File: src/hdl/adbd_pkg.sv
package adbd_pkg;

  localparam int unsigned FILTER_COUNT = 5;
  localparam int unsigned COEF_W       = 8;
  localparam int unsigned SAMPLE_W     = 16;
  localparam int unsigned INDEX_W      = 5;
  localparam int unsigned FLAG_W       = 3;
  localparam int unsigned POS_W        = 4;

  localparam logic [POS_W-1:0] POS_HEADER = 4'd0;
  localparam logic [POS_W-1:0] POS_FLAGS  = 4'd1;
  localparam logic [POS_W-1:0] POS_DATA0  = 4'd2;

  localparam logic [3:0] FILTER_MAX = 4'd4;

  typedef struct packed {
    logic [3:0] shift;
    logic [3:0] filter;
  } blk_cfg_t;

  // Weight on the newer history sample, scaled by 64; zero for an unknown filter.
  function automatic logic signed [COEF_W-1:0] coef_newer(input logic [3:0] sel);
    logic signed [COEF_W-1:0] c;
    case (sel)
      4'd1:    c = 8'sd60;
      4'd2:    c = 8'sd115;
      4'd3:    c = 8'sd98;
      4'd4:    c = 8'sd122;
      default: c = 8'sd0;
    endcase
    return c;
  endfunction

  // Weight on the older history sample, scaled by 64.
  function automatic logic signed [COEF_W-1:0] coef_older(input logic [3:0] sel);
    logic signed [COEF_W-1:0] c;
    case (sel)
      4'd2:    c = -8'sd52;
      4'd3:    c = -8'sd55;
      4'd4:    c = -8'sd60;
      default: c = 8'sd0;
    endcase
    return c;
  endfunction

endpackage

File: src/hdl/adpcm_block_decoder.sv
// Channel   Handshake            Payload
// in        in_valid/in_ready    data_byte[7:0], restart_voice
// out       out_valid/out_ready  sample[15:0], sample_index[4:0], last_of_byte,
//                                loop_flags[2:0], bad_filter
//
// A header or flag byte is taken and yields no result.
// A data byte is held while the shared filter produces one sample per cycle unless
// stalled (low nibble, then high nibble); the next byte is taken with the high nibble.
// Each sample feeds the next through the history registers.
// Reset clears block position, header fields, flags, history and valids.
// A stalled output register freezes the filter; the next byte waits in the source.
module adpcm_block_decoder (
  input  logic                                   clk,
  input  logic                                   rst,
  input  logic                                   in_valid,
  output logic                                   in_ready,
  input  logic [7:0]                             data_byte,
  input  logic                                   restart_voice,
  output logic                                   out_valid,
  input  logic                                   out_ready,
  output logic signed [adbd_pkg::SAMPLE_W-1:0]   sample,
  output logic [adbd_pkg::INDEX_W-1:0]           sample_index,
  output logic                                   last_of_byte,
  output logic [adbd_pkg::FLAG_W-1:0]            loop_flags,
  output logic                                   bad_filter
);

  logic [adbd_pkg::POS_W-1:0]          byte_pos;
  adbd_pkg::blk_cfg_t                  cfg;
  logic [adbd_pkg::FLAG_W-1:0]         flags;
  logic signed [adbd_pkg::SAMPLE_W-1:0] hist_newer;
  logic signed [adbd_pkg::SAMPLE_W-1:0] hist_older;
  logic                                busy;
  logic                                phase;
  logic [7:0]                          held_byte;
  logic [adbd_pkg::POS_W-1:0]          held_slot;

  logic [adbd_pkg::POS_W-1:0]          pos_eff;
  logic                                advance;
  logic                                done_byte;
  logic                                accept;
  logic                                load_data;
  logic [3:0]                          nibble;
  logic signed [adbd_pkg::SAMPLE_W-1:0] filt_sample;

  assign advance   = busy && (!out_valid || out_ready);
  assign done_byte = advance && phase;
  assign in_ready  = !busy || done_byte;
  assign accept    = in_valid && in_ready;
  assign pos_eff   = restart_voice ? adbd_pkg::POS_HEADER : byte_pos;
  assign load_data = (pos_eff != adbd_pkg::POS_HEADER) && (pos_eff != adbd_pkg::POS_FLAGS);
  assign nibble    = phase ? held_byte[7:4] : held_byte[3:0];

  adbd_filter u_filter (
    .nibble     (nibble),
    .cfg        (cfg),
    .hist_newer (hist_newer),
    .hist_older (hist_older),
    .sample     (filt_sample)
  );

  always_ff @(posedge clk) begin
    if (rst) begin
      byte_pos   <= adbd_pkg::POS_HEADER;
      cfg        <= '0;
      flags      <= '0;
      hist_newer <= '0;
      hist_older <= '0;
      busy       <= 1'b0;
      phase      <= 1'b0;
      out_valid  <= 1'b0;
    end else begin
      if (advance) begin
        out_valid <= 1'b1;
      end else if (out_ready) begin
        out_valid <= 1'b0;
      end
      // restart wins over the history update of a finishing byte
      if (accept && restart_voice) begin
        hist_newer <= '0;
        hist_older <= '0;
      end else if (advance) begin
        hist_older <= hist_newer;
        hist_newer <= filt_sample;
      end
      if (accept && load_data) begin
        busy  <= 1'b1;
        phase <= 1'b0;
      end else if (advance) begin
        phase <= ~phase;
        if (phase) begin
          busy <= 1'b0;
        end
      end
      if (accept) begin
        if (pos_eff == adbd_pkg::POS_HEADER) begin
          cfg.shift  <= data_byte[3:0];
          cfg.filter <= data_byte[7:4];
          byte_pos   <= adbd_pkg::POS_FLAGS;
        end else if (pos_eff == adbd_pkg::POS_FLAGS) begin
          flags    <= data_byte[adbd_pkg::FLAG_W-1:0];
          byte_pos <= adbd_pkg::POS_DATA0;
        end else begin
          byte_pos <= pos_eff + 4'd1;
        end
      end
    end
  end

  always_ff @(posedge clk) begin
    if (accept) begin
      held_byte <= data_byte;
      held_slot <= pos_eff - adbd_pkg::POS_DATA0;
    end
    if (advance) begin
      sample       <= filt_sample;
      sample_index <= {held_slot, phase};
      last_of_byte <= phase;
      loop_flags   <= flags;
      bad_filter   <= (cfg.filter > adbd_pkg::FILTER_MAX);
    end
  end

  a_data_loads: assert property (@(posedge clk) disable iff (rst)
    (accept && !restart_voice && byte_pos != adbd_pkg::POS_HEADER
     && byte_pos != adbd_pkg::POS_FLAGS) |=> (busy && !phase))
    else $error("data byte did not start a two-sample pass");

  a_second_sample: assert property (@(posedge clk) disable iff (rst)
    done_byte |=> (out_valid && last_of_byte && !busy || out_valid && last_of_byte && busy))
    else $error("high-nibble sample not presented");

  a_index_range: assert property (@(posedge clk) disable iff (rst)
    out_valid |-> (sample_index <= 5'd27 && sample_index[0] == last_of_byte))
    else $error("sample index out of block range");

  a_no_accept_midbyte: assert property (@(posedge clk) disable iff (rst)
    (busy && !phase) |-> !in_ready)
    else $error("input taken while low nibble pending");

endmodule

File: src/hdl/adbd_filter.sv
module adbd_filter (
  input  logic [3:0]                              nibble,
  input  adbd_pkg::blk_cfg_t                      cfg,
  input  logic signed [adbd_pkg::SAMPLE_W-1:0]    hist_newer,
  input  logic signed [adbd_pkg::SAMPLE_W-1:0]    hist_older,
  output logic signed [adbd_pkg::SAMPLE_W-1:0]    sample
);

  localparam int unsigned PROD_W = adbd_pkg::SAMPLE_W + adbd_pkg::COEF_W;
  localparam int unsigned ACC_W  = adbd_pkg::SAMPLE_W + 4;

  logic signed [adbd_pkg::SAMPLE_W-1:0] raw;
  logic signed [adbd_pkg::SAMPLE_W-1:0] raw_sh;
  logic signed [adbd_pkg::COEF_W-1:0]   c0;
  logic signed [adbd_pkg::COEF_W-1:0]   c1;
  logic signed [PROD_W-1:0]             p0;
  logic signed [PROD_W-1:0]             p1;
  logic signed [PROD_W-1:0]             p0_sh;
  logic signed [PROD_W-1:0]             p1_sh;
  logic signed [ACC_W-1:0]              acc;

  always_comb begin
    raw    = {nibble, 12'd0};
    raw_sh = raw >>> cfg.shift;
    c0     = adbd_pkg::coef_newer(cfg.filter);
    c1     = adbd_pkg::coef_older(cfg.filter);
    p0     = hist_newer * c0;
    p1     = hist_older * c1;
    p0_sh  = p0 >>> 6;
    p1_sh  = p1 >>> 6;
    acc    = ACC_W'(raw_sh) + ACC_W'(p0_sh) + ACC_W'(p1_sh);
    // clamp to the 16-bit sample range
    if (acc > ACC_W'(32767)) begin
      sample = 16'sh7fff;
    end else if (acc < -ACC_W'(32768)) begin
      sample = -16'sh8000;
    end else begin
      sample = acc[adbd_pkg::SAMPLE_W-1:0];
    end
  end

endmodule

File: config.mk
export PLATFORM = sky130hd
export DESIGN_NAME = adpcm_block_decoder
export DESIGN_NICKNAME = d
export VERILOG_FILES = /design/src/hdl/adbd_pkg.sv /design/src/hdl/adpcm_block_decoder.sv /design/src/hdl/adbd_filter.sv
export SDC_FILE = /design/constraint.sdc
export NUM_CORES = 1
export LEC_CHECK = 0
export BUFFER_PORTS_ARGS = -buffer_cell sky130_fd_sc_hd__buf_2
export CAP_MARGIN = 20
export CORE_MARGIN = 8
export CORE_UTILIZATION = 44
export DETAILED_ROUTE_END_ITERATION = 10
export HOLD_SLACK_MARGIN = 0.15
export PLACE_DENSITY = 0.59
export SETUP_SLACK_MARGIN = 0.15
export SLEW_MARGIN = 40
export SYNTH_ARGS = -nofsm -noshare
export SYNTH_HDL_FRONTEND = slang
export SYNTH_HIERARCHICAL = 1
export SYNTH_SLANG_ARGS = --single-unit
File: constraint.sdc
create_clock -name clk -period 9 [get_ports clk]
set_input_delay 1.8 -clock clk [delete_from_list [all_inputs] [get_ports clk]]
set_output_delay 1.8 -clock clk [all_outputs]
set_load 0.02 [all_outputs]
==> flow_metrics.env <==
export IMPL_cts_buffers=9
export IMPL_ctsLongestPathBuffers=2
export IMPL_worstPathMaxFanout=15
export IMPL_die_h_um=181
export IMPL_slew_limit_headroom_pct=51.3
export IMPL_wl_met1_um=13600
export IMPL_dr_wl_met3_um=1050
export IMPL_drtPass1Iterations=5
export IMPL_instances_no_fill=1725
export IMPL_synth_seq_area_share_pct=17.7
export IMPL_area_sequential_um2=2110
export IMPL_grt_overflow_total=0
export IMPL_nets=1684
export IMPL_synth_edff_count=37
export IMPL_clock_sinks=87
export IMPL_synth_avg_cell_area_um2=8.95
export IMPL_r2r_start="cfg[1]"
export IMPL_layout_commonest_cell="inv_1"
export IMPL_arrival_ns=8.64
export IMPL_slew_viol_final=0
export IMPL_cp_end_kind="flip-flop"
export IMPL_async_flop_share_pct=0
export IMPL_drtIter0Drc=536
export IMPL_area_growth_pct=9.15
export IMPL_highest_layer="met4"
export IMPL_multi_input_area_um2=8830
export IMPL_grt_pass1_wl_um=46300
export IMPL_ys_seq_elements=87
export IMPL_p_per_area_nw_per_um2=122
export IMPL_fin_crit_sh_pct=93.8
export IMPL_final_cell_mix="247 x inv_1, 179 x nand2_1, 154 x fa_1, 137 x ha_1, 79 x a21oi_1"
export IMPL_utilization_pct=48.7
export IMPL_vias=8908
export IMPL_drive_gt1_share_pct=9.83
export IMPL_hp_start="held_slot[2]"
export IMPL_cp_start_kind="flip-flop"
export IMPL_antenna_found_initial=0
export IMPL_r2r_setup_slack_ns=0.56
export IMPL_hold_violations=0
export IMPL_antenna_left=0
export IMPL_placed_cells=1695
export IMPL_synth_warnings=6
export IMPL_finalWirelength_um=28300
export IMPL_critPathMaxStageDelay_ns=0.54
export IMPL_root_buffer="clkbuf_16"
export IMPL_remaining_drc_errors=0
export IMPL_syn_inst=1336
export IMPL_grt_pass1_vias=8765
export IMPL_hold_class="reg -> reg"
export IMPL_synth_distinct_cells=62
export IMPL_ios=41
export IMPL_regToRegEndpoint="hist_newer[0]"
export IMPL_hpwlAfterDp_um=22500
export IMPL_num_rows=60
export IMPL_ir_worst_vdd_v=0.000141
export IMPL_maxClockFrequency_ghz=0.119
export IMPL_cts_tree="built"
export IMPL_synth_top_flop_cell="dfxtp_1"
export IMPL_vias_per_cell=5.16
export IMPL_core_um2=26800
export IMPL_die_x_um=181
export IMPL_gp_congestion=0.874
export IMPL_synth_area_um2=12000
export IMPL_fillerInstances=2570
export IMPL_min_period_ns=8.44
export IMPL_synth_fp_nets=1641
export IMPL_min_to="sample_index[3]"
export IMPL_fin_tns_setup_ns=0
export IMPL_wl_per_cell_um=16.4
export IMPL_finClkSkew_ns=0.0158
export IMPL_tightestPinTransition_ns=0.730
export IMPL_htree_num_levels=3
export IMPL_grt_use_total_pct=17.3
export IMPL_critPathMostFrequentCell="a21oi_1"
export IMPL_cap_violations=0
export IMPL_leakagePower_nw=6.70
export IMPL_wl_met2_um=13000
export IMPL_path_clk_slew_ns=0.07
export IMPL_setup_violations=0
export IMPL_n_antenna_cell=0
export IMPL_insertion_delay_ns=0.36
export IMPL_slowest_stage="fa_1"
export IMPL_min_path_cells=0
export IMPL_worstSetupPathType="reg -> reg"
export IMPL_initial_utilization_pct=44.6
export IMPL_hold_buffers=0
export IMPL_cp_data_required_time_ns=9.21
export IMPL_whs_ns=0.421
export IMPL_die_area_um2=32700
export IMPL_reg2reg_depth=34
export IMPL_grt_max_degree=59
export IMPL_status="finished clean"
export IMPL_io_buffers=40
export IMPL_rsz0062_at_grt="false"
## state kept, by name, summed over array words and instances (netlist names), 4 cells and up
name	cells
sample	16
held_slot	4
held_byte	8
byte_pos	4
cfg	8
sample_index	5
hist_older	16
hist_newer	16
## area by class of cell
| type | count | area share, % |
|---|---|---|
| Multi-Input combinational cell | 963 | 67.7 |
| Sequential cell | 87 | 16.2 |
| Inverter | 249 | 7.19 |
| Timing Repair Buffer | 68 | 3.27 |
| Tap cell | 341 | 3.27 |
| Clock buffer | 9 | 1.73 |
| Clock inverter | 7 | 0.595 |
| Timing Repair inverter | 1 | 0.0575 |
## report_power, final
| part | total (mW) | switching (mW) | internal (mW) | leakage [nW] |
|---|---|---|---|---|
| registers | 0.476 | 0.0254 | 0.451 | 0.738 |
| logic | 0.728 | 0.449 | 0.279 | 5.81 |
| clock network | 0.393 | 0.174 | 0.219 | 0.150 |
## through the flow
stage                     cell area (um2)  setup slack (ns)  power (mW)
final                               13000             0.562        1.60
after global routing                13000             0.140        1.70
after CTS                           12800             0.169        1.49
after detailed placement            12500             0.184        1.09
after global placement              12500             0.377        1.08
after floorplan                     12000             0.703       0.950
## routing by layer
| layer | track usage, % | up-vias |
|---|---|---|
| met4 | 4.76 | 0 |
| met1 | 24.4 | 4338 |
| li1 | - | 4362 |
| met2 | 28.0 | 174 |
| met3 | 1.62 | 34 |
| met5 | 0 | - |
## synthesized netlist by cell type, types with 17 or more instances
master	count	area [um2]
ha_1	138	1730
a21oi_1	82	410
and2_1	65	407
nand2b_1	22	138
inv_1	248	931
clkbuf_1	25	93.8
o21ai_0	50	250
edfxtp_1	37	1110
and3_1	22	138
nor2_1	49	184
dfxtp_1	50	1000
mux2i_1	17	170
fa_1	154	3080
nand2_1	179	672
xnor2_1	41	359
## worst max-delay path by stage
stage	startpoint	end	slack [ns]	cells past startpoint
CTS	cfg[1]	hist_newer[5]	0.17	32
global route	cfg[2]	hist_newer[0]	0.14	33
floorplan	cfg[0]	sample[3]	0.70	34
detailed placement	cfg[1]	hist_newer[5]	0.18	32
finish	cfg[1]	hist_newer[0]	0.56	34
global placement	cfg[1]	hist_newer[1]	0.38	32
## kinds of logic (layout without fill, tap and decap cells)
logic type / after synthesis / after routing / synth area share [%]
simple gates: 391 / 391 / 15.8
fa+ha+maj: 292 / 292 / 40.2
buf+inv: 287 / 334 / 9.50
compound gates: 199 / 200 / 10.6
flops: 87 / 87 / 17.7
xor+xnor: 57 / 57 / 4.18
mux: 23 / 23 / 1.99
## critical path, delay by kind of cell (launching register included)
kind | cells | cell delay [ns]
AO/OA/AOI/OAI | 16 | 3.10
adder cells (fa/ha/maj) | 7 | 2.96
buffers and inverters | 6 | 0.81
AND/OR/NAND/NOR | 3 | 0.68
XOR/XNOR | 2 | 0.38
flip-flops | 1 | 0.36
## repair_timing
action,in CTS,in global routing
endpoints found under the setup margin,0,31
resized for setup,0,30
setup buffers,0,11
No activity file was read; power rests on OpenSTA's default activity.
